`config.mk`:
```
export PLATFORM = sky130hd
export DESIGN_NAME = sem_isqrt
export DESIGN_NICKNAME = d
export VERILOG_FILES = /design/src/hw/rtl/sobel_edge_magnitude_unit_defines.svh /design/src/hw/rtl/sem_pkg.sv /design/src/hw/rtl/sem_isqrt.sv
export SDC_FILE = /design/constraint.sdc
export NUM_CORES = 1
export LEC_CHECK = 0
export ABC_AREA = 1
export ABC_CLOCK_PERIOD_IN_PS = 10150
export BUFFER_PORTS_ARGS = -buffer_cell sky130_fd_sc_hd__buf_2
export CORE_MARGIN = 4
export CORE_UTILIZATION = 60
export DETAILED_ROUTE_END_ITERATION = 7
export MAX_ROUTING_LAYER = met4
export PLACE_DENSITY = 0.8
export REMOVE_ABC_BUFFERS = 1
export SLEW_MARGIN = 10
export SYNTH_ARGS = -nofsm -noshare
export SYNTH_HDL_FRONTEND = slang
export SYNTH_SLANG_ARGS = --single-unit
```
`constraint.sdc`:
```
create_clock -name clk -period 10.15 [get_ports clk]
set_input_delay 0.5075 -clock clk [delete_from_list [all_inputs] [get_ports clk]]
set_output_delay 0.5075 -clock clk [all_outputs]
set_load 0.01 [all_outputs]
```
`src/hw/rtl/sobel_edge_magnitude_unit_defines.svh`:
```
// assertion helpers shared by the sobel edge magnitude rtl
// each macro expects clk and arst_n in the scope where it is used
`ifndef SOBEL_EDGE_MAGNITUDE_UNIT_DEFINES_SVH
`define SOBEL_EDGE_MAGNITUDE_UNIT_DEFINES_SVH

// condition holds at every edge out of reset
`define SEM_ASSERT_ALWAYS(label, cond, msg) \
	label: assert property (@(posedge clk) disable iff (!arst_n) (cond)) \
		else $error(msg);

// consequence holds in the same cycle as the antecedent
`define SEM_ASSERT_IMPL(label, ante, cons, msg) \
	label: assert property (@(posedge clk) disable iff (!arst_n) (ante) |-> (cons)) \
		else $error(msg);

// consequence holds in the cycle after the antecedent
`define SEM_ASSERT_NEXT(label, ante, cons, msg) \
	label: assert property (@(posedge clk) disable iff (!arst_n) (ante) |=> (cons)) \
		else $error(msg);

`endif

```
`src/hw/rtl/sem_pkg.sv`:
```
package sem_pkg;

	// configuration port
	localparam int CFG_IDX_W    = 2;
	localparam int CFG_DATA_W   = 12;
	localparam int WIDTH_CFG_W  = 11;
	localparam int HEIGHT_CFG_W = 12;

	localparam logic [CFG_IDX_W-1:0] REG_IMAGE_WIDTH  = CFG_IDX_W'(0);
	localparam logic [CFG_IDX_W-1:0] REG_IMAGE_HEIGHT = CFG_IDX_W'(1);

	localparam int MIN_DIM       = 3;
	localparam int WIDTH_RESET   = 640;
	localparam int HEIGHT_RESET  = 480;
	localparam int WIDTH_CFG_MAX = (1 << WIDTH_CFG_W) - 1;

	// result word fields
	localparam int OUT_ROW_W   = 12;
	localparam int OUT_COL_W   = 10;
	localparam int OUT_VALUE_W = 11;
	localparam int VALUE_MAX   = (1 << OUT_VALUE_W) - 1;

	// status of the square root unit
	typedef struct packed {
		logic busy;
		logic done;
	} sem_root_stat_t;

endpackage

```
`src/hw/rtl/sem_isqrt.sv`:
```
module sem_isqrt #(
	parameter int IN_W = 21
) (
	input  logic                      clk,
	input  logic                      arst_n,
	input  logic                      start,
	input  logic [IN_W-1:0]           operand,
	output logic [(IN_W+1)/2-1:0]     root,
	output sem_pkg::sem_root_stat_t   stat
);

	import sem_pkg::*;

	localparam int RT_W = (IN_W + 1) / 2;
	localparam int V_W  = 2 * RT_W;

	sem_root_stat_t stat_q;
	logic [V_W-1:0] v_q;
	logic [V_W-1:0] res_q;
	logic [V_W-1:0] bit_q;
	logic [V_W-1:0] trial;
	logic           fits;

	// one result bit per cycle, remainder kept in v_q
	assign trial = res_q + bit_q;
	assign fits  = (v_q >= trial);

	always_ff @(posedge clk or negedge arst_n) begin
		if (!arst_n) begin
			stat_q <= '0;
		end else begin
			stat_q.done <= 1'b0;
			if (start) begin
				stat_q.busy <= 1'b1;
			end else if (stat_q.busy && bit_q[0]) begin
				stat_q.busy <= 1'b0;
				stat_q.done <= 1'b1;
			end
		end
	end

	always_ff @(posedge clk) begin
		if (start) begin
			v_q   <= V_W'(operand);
			res_q <= '0;
			bit_q <= {2'b01, {(V_W-2){1'b0}}};
		end else if (stat_q.busy) begin
			if (fits) begin
				v_q   <= v_q - trial;
				res_q <= (res_q >> 1) + bit_q;
			end else begin
				res_q <= res_q >> 1;
			end
			bit_q <= bit_q >> 2;
		end
	end

	assign root = res_q[RT_W-1:0];
	assign stat = stat_q;

endmodule

```
== Word level (Yosys, flattened, before mapping) ==
Index checks and enable logic that the tools add are counted.

* Latch bits: 0
* Memory bits (writable): 0
* Memory bits (read-only): 0
* Register bits after elaboration: 57
* Word-level logic and storage cells: 23
* Memories kept: 0

* Add/sub/neg operators: 3
* $mul: 0
* Eq/ne operators: 0
* Divide/modulo/power cells: 0
* Mux-type cells: 7
* Reduce and logical (&&, ||, !) cells: 6
* Bitwise operators: 0
* $lt $le $gt $ge: 1
* Shifts and indexed selects: 0

{| class="wikitable"
|+ Operators with widths
! kind !! number
|-
| 21-bit 2-to-1 mux || 3
|-
| 21-bit by 21-bit adder with 22-bit output || 1
|-
| 22-bit by 21-bit adder with 22-bit output || 1
|-
| 22-bit >= comparator || 1
|-
| 22-bit 2-to-1 mux || 1
|-
| 22-bit subtractor || 1
|-
| 2-bit nonzero test || 3
|-
| 2-bit AND reduction || 2
|-
| 1-bit 2-to-1 mux || 2
|-
| 2-bit 2-to-1 mux || 1
|-
| 1-bit logical AND || 1
|}

== Longest topological paths before layout ==
* Depth after elaboration: 5
* Depth in mapped cells: 26

== Worst setup path before layout ==
OpenSTA, ideal clock, no wires.

* Path kind: flip-flop to flip-flop
* Start point: reg res_q[2]
* End point: reg v_q[0] (enable)
* Cell stages (with the launch flop): 18
* Library setup time: 0.378 ns
* Arrival time: 3.258 ns
* Path slack: 6.514 ns
* Data required time: 9.772 ns
* Path through: dfxtp_1 ha_1 nand2_1 o21ai_1 a21oi_1 o21ai_0 a21oi_1 xor2_1 ha_1 nand2_2 nor2_2 nand4_1 nor2_2 nor2_4 nand2_8 buf_6 nand2_1 nand2_1

* Cells in the longest elaborated chain, start to end: 4

{| class="wikitable"
|+ RTL lines
! item !! RTL line !! RTL
|-
| start, declared || sem_isqrt.sv:19 || <nowiki>logic [V_W-1:0] res_q;</nowiki>
|-
| start signal, assigned || sem_isqrt.sv:50 || <nowiki>res_q <= (res_q >> 1) + bit_q;</nowiki>
|-
| start signal, assigned || sem_isqrt.sv:52 || <nowiki>res_q <= res_q >> 1;</nowiki>
|-
| 22-bit by 21-bit adder with 22-bit output || sem_isqrt.sv:25 || <nowiki>assign trial = res_q + bit_q;</nowiki>
|-
| 22-bit >= comparator || sem_isqrt.sv:26 || <nowiki>assign fits = (v_q >= trial);</nowiki>
|-
| 2-bit nonzero test (no source line) || - ||
|-
| 2-bit AND reduction (no source line) || - ||
|-
| end signal, assigned || sem_isqrt.sv:44 || <nowiki>v_q <= V_W'(operand);</nowiki>
|-
| end signal, assigned || sem_isqrt.sv:49 || <nowiki>v_q <= v_q - trial;</nowiki>
|-
| end, declared || sem_isqrt.sv:18 || <nowiki>logic [V_W-1:0] v_q;</nowiki>
|}

No other way between the ends.
A chain may end at the register's enable or synchronous reset.

== Worst setup path after layout ==
* Start point: reg bit_q[0]
* End point: reg v_q[9] (enable)

* Cells in the longest elaborated chain, start to end: 4

{| class="wikitable"
|+ RTL lines
! item !! RTL line !! RTL
|-
| start, declared || sem_isqrt.sv:20 || <nowiki>logic [V_W-1:0] bit_q;</nowiki>
|-
| start signal, assigned || sem_isqrt.sv:46 || <nowiki>bit_q <= {2'b01, {(V_W-2){1'b0}}};</nowiki>
|-
| start signal, assigned || sem_isqrt.sv:54 || <nowiki>bit_q <= bit_q >> 2;</nowiki>
|-
| 22-bit by 21-bit adder with 22-bit output || sem_isqrt.sv:25 ||
|-
| 22-bit >= comparator || sem_isqrt.sv:26 ||
|-
| 2-bit nonzero test (no source line) || - ||
|-
| 2-bit AND reduction (no source line) || - ||
|}

No other way between the ends.

==> impl_metrics.env <==
export IMPL_wirelength_um=15350
export IMPL_tightest_slew_ps=1004
export IMPL_synth_cell_types=44
export IMPL_grt_pass1_wl_um=25330
export IMPL_fin_skew_ps=13.41
export IMPL_power_per_cell_area_mw_per_mm2=278.2
export IMPL_grt_pass1_vias=5259
export IMPL_crit_required_ps=10010
export IMPL_place_gp_congestion=0.9640
export IMPL_clock_path_buffers=2
export IMPL_post_cts_buffers=0
export IMPL_ys_flop_type="dfxtp_1"
export IMPL_fin_tns_setup_ps=0
export IMPL_rr_worst_depth=22
export IMPL_clk_insertion_delay_late_ps=350
export IMPL_grt_max_degree=37
export IMPL_hold_path_startpoint="operand[19]"
export IMPL_ir_drop_mv=0.1832
export IMPL_slowest_stage="nand2_1"
export IMPL_vias=5688
export IMPL_setup_slack_ps=5655
export IMPL_synth_largest_type_area_fraction_pct=18.80
export IMPL_status="complete, no violations"
export IMPL_grt_use_total_pct=29.52
export IMPL_endpoint_kind="flop"
export IMPL_relSlewSlack_pct=32.92
export IMPL_r2r_start="bit_q[0]$_SDFFE_PP0P_"
export IMPL_synthArstFlopShare_pct=3.509
export IMPL_rsz0062_at_grt="no"
export IMPL_die_x_um=103.8
export IMPL_path_common_cell="nand2_1"
export IMPL_min_period_ps=4495
export IMPL_finalMaxSlewViolations=0
export IMPL_via_per_inst=5.671
export IMPL_synthesis_area_mm2=0.005510
export IMPL_grt_ovfl_total=0
export IMPL_clk_pin_slew_ps=70
export IMPL_place_hpwl_um=12020
export IMPL_nFillCells=841
export IMPL_netlist_instances=867
export IMPL_crit_path_cell_trace="ha_1 -> ha_1 -> nand2_1 -> nand2_1 -> nand2_1 -> a21oi_1 -> nand3_1 -> nand2_1 -> nand4_1 -> nand3b_1 -> nand2_1 -> ha_1 -> nand2_2 -> inv_1 -> nand2_2 -> nand2_1 -> nand2_1 -> nand2_1 -> nor2_4 -> nand2_8 -> nand2_1 -> nand2_1"
export IMPL_endpoint="v_q[9]$_DFFE_PP_"
export IMPL_start_util_pct=62.27
export IMPL_critical_path_max_fanout=36
export IMPL_hold_path_class="primary input to flop"
export IMPL_post_route_drc_count=0
export IMPL_ys_ff_latch=57
export IMPL_crit_path_start_kind="flop"
export IMPL_synth_edf_count=21
export IMPL_cpLargestDelayFamily="simple AND/OR/NAND/NOR gates"
export IMPL_r2r_end="v_q[9]$_DFFE_PP_"
export IMPL_core_mm2=0.008848
export IMPL_nets=963
export IMPL_setup_viol=0
export IMPL_cts_tree="built"
export IMPL_hold_viol=0
export IMPL_drive_gt1_share_pct=8.045
export IMPL_place_ws_ps=5678
export IMPL_cp_depth=22
export IMPL_synth_avg_cell_area_um2=6.356
export IMPL_areaGrowthSynthToFinish_pct=6.040
export IMPL_reg2reg_slack_ps=5660
export IMPL_critPathKind="flop to flop"
export IMPL_cap_viol_max_count=0
export IMPL_yosys_warnings=0
export IMPL_numCtsBuffers=9
export IMPL_max_freq_ghz=0.2225
export IMPL_dieArea_mm2=0.01078
export IMPL_die_height_um=103.8
export IMPL_drt_iter0_drc=408
export IMPL_crit_start="bit_q[0]$_SDFFE_PP0P_"
export IMPL_clock_sinks=57
export IMPL_synthTopCellsByArea="nand2_1 19%, dfxtp_1 12%, edfxtp_1 11%, ha_1 10%, nand3_1 8.3%"
export IMPL_synthTopCellsByCount="276 x nand2_1, 120 x inv_1, 91 x nand3_1, 59 x nor2_1, 46 x ha_1"
export IMPL_synth_top_cell_by_area="nand2_1"
export IMPL_first_pass_iters=5
export IMPL_num_rows=34
export IMPL_arrival_ps=4350
export IMPL_yosysSeqAreaShare_pct=24.70
export IMPL_ant_nets=0
export IMPL_leakage_nw=2.845
export IMPL_path_buf_inv=1
export IMPL_cts_root_buffer="clkbuf_8"
export IMPL_period_share_pct=44.28
export IMPL_io_buffers=36
export IMPL_slowest_delay_ps=590
export IMPL_yosysMostFrequentCell="nand2_1"
export IMPL_io_pins=37
export IMPL_antenna_found_initial=0
export IMPL_htreeDepth=3
export IMPL_antenna_cells=0
export IMPL_wl_per_cell_um=15.30
routing by layer:
metal | share of wire (%) | wire (um) | track usage, % | up-vias
met5 | 0 | 0 | - | -
met4 | 2.4 | 362 | 10.35 | 0
met3 | 6.8 | 1047 | 3.483 | 31
met2 | 43 | 6630 | 43.50 | 219
met1 | 48 | 7309 | 41.90 | 2571
li1 | - | - | - | 2867
report_power, final:
part	switching (mW)	total [mW]	internal, mW
clock	0.0965	0.181	0.0847
sequential	0.0585	0.393	0.334
combinational	0.699	1.05	0.353
total	0.854	1.63	0.772
placed cells by master (no fill, tap or decap), types with 10 or more instances in the layout:
master / count
edfxtp_1: 21
dfxtp_1: 34
o21ai_0: 37
buf_2: 36
inv_1: 120
xor2_1: 18
nand2_1: 276
o22ai_1: 10
nand4_1: 15
xnor2_1: 10
nand3_1: 91
a21oi_1: 35
ha_1: 46
nor2_1: 59
stage by stage:
step	hold WS (ps)	utilization [%]	instance area, um^2	instances	total power [mW]
after global routing	435.1	66.04	5843	1003	1.780
after CTS	417.8	66.04	5843	1003	1.615
after global placement	293.8	64.24	5684	988	1.405
final	429.2	66.04	5843	1003	1.626
after floorplan	211.9	-	5346	841	1.163
after detailed placement	294.3	64.24	5684	988	1.427
kinds of logic (layout without fill, tap and decap cells):
| family | count (synthesis) | after routing | share of synthesized area, % |
|---|---|---|---|
| AOI/OAI and AO/OA | 110 | 110 | 11.17 |
| xor gates and xnor gates | 28 | 28 | 4.450 |
| adders and majority gates | 47 | 47 | 10.81 |
| buffers and inverters | 148 | 176 | 11.29 |
| DFF | 57 | 57 | 24.70 |
| and+or+nand+nor | 477 | 477 | 37.58 |
registers in the layout, indices dropped and copies added, names as in the netlist:
| signal | flops |
|---|---|
| bit_q | 11 |
| res_q | 22 |
| v_q | 22 |
| stat | 2 |
worst min path at each step:
| stage | endpoint | slack, ps | cells after the start |
|---|---|---|---|
| after floorplan | stat[0]$_DFF_PN0_ | 210 | 0 |
| after global placement | stat[0]$_DFF_PN0_ | 290 | 1 |
| after detailed placement | stat[0]$_DFF_PN0_ | 290 | 1 |
| after CTS | v_q[5]$_DFFE_PP_ | 420 | 3 |
| after global routing | v_q[5]$_DFFE_PP_ | 440 | 3 |
| final | v_q[19]$_DFFE_PP_ | 430 | 3 |
repair_timing:
item                                   4_1_cts  5_1_grt
hold buffers                                 1        0
endpoints found under the hold margin        2        0
gates resized for setup                      0        0
cell type report:
class | count | area, um^2 | share of cell area (%)
Clock buffer | 10 | 127.6 | 2.184
Clock inverter | 4 | 21.27 | 0.3640
Inverter | 122 | 457.9 | 7.837
Multi-Input combinational cell | 662 | 3527 | 60.36
Sequential cell | 57 | 1361 | 23.30
Tap cell | 108 | 135.1 | 2.313
Timing Repair Buffer | 40 | 212.7 | 3.640
worst reg2reg max path: cells and delay by family, from the launching register on:
family / cells / cell delay (ps)
buffers and inverters: 1 / 70
flip-flops: 1 / 380
AND/OR/NAND/NOR: 17 / 2480
adder cells (fa/ha/maj): 3 / 800
AO/OA/AOI/OAI: 1 / 270
(Power assumes the default switching activity.)
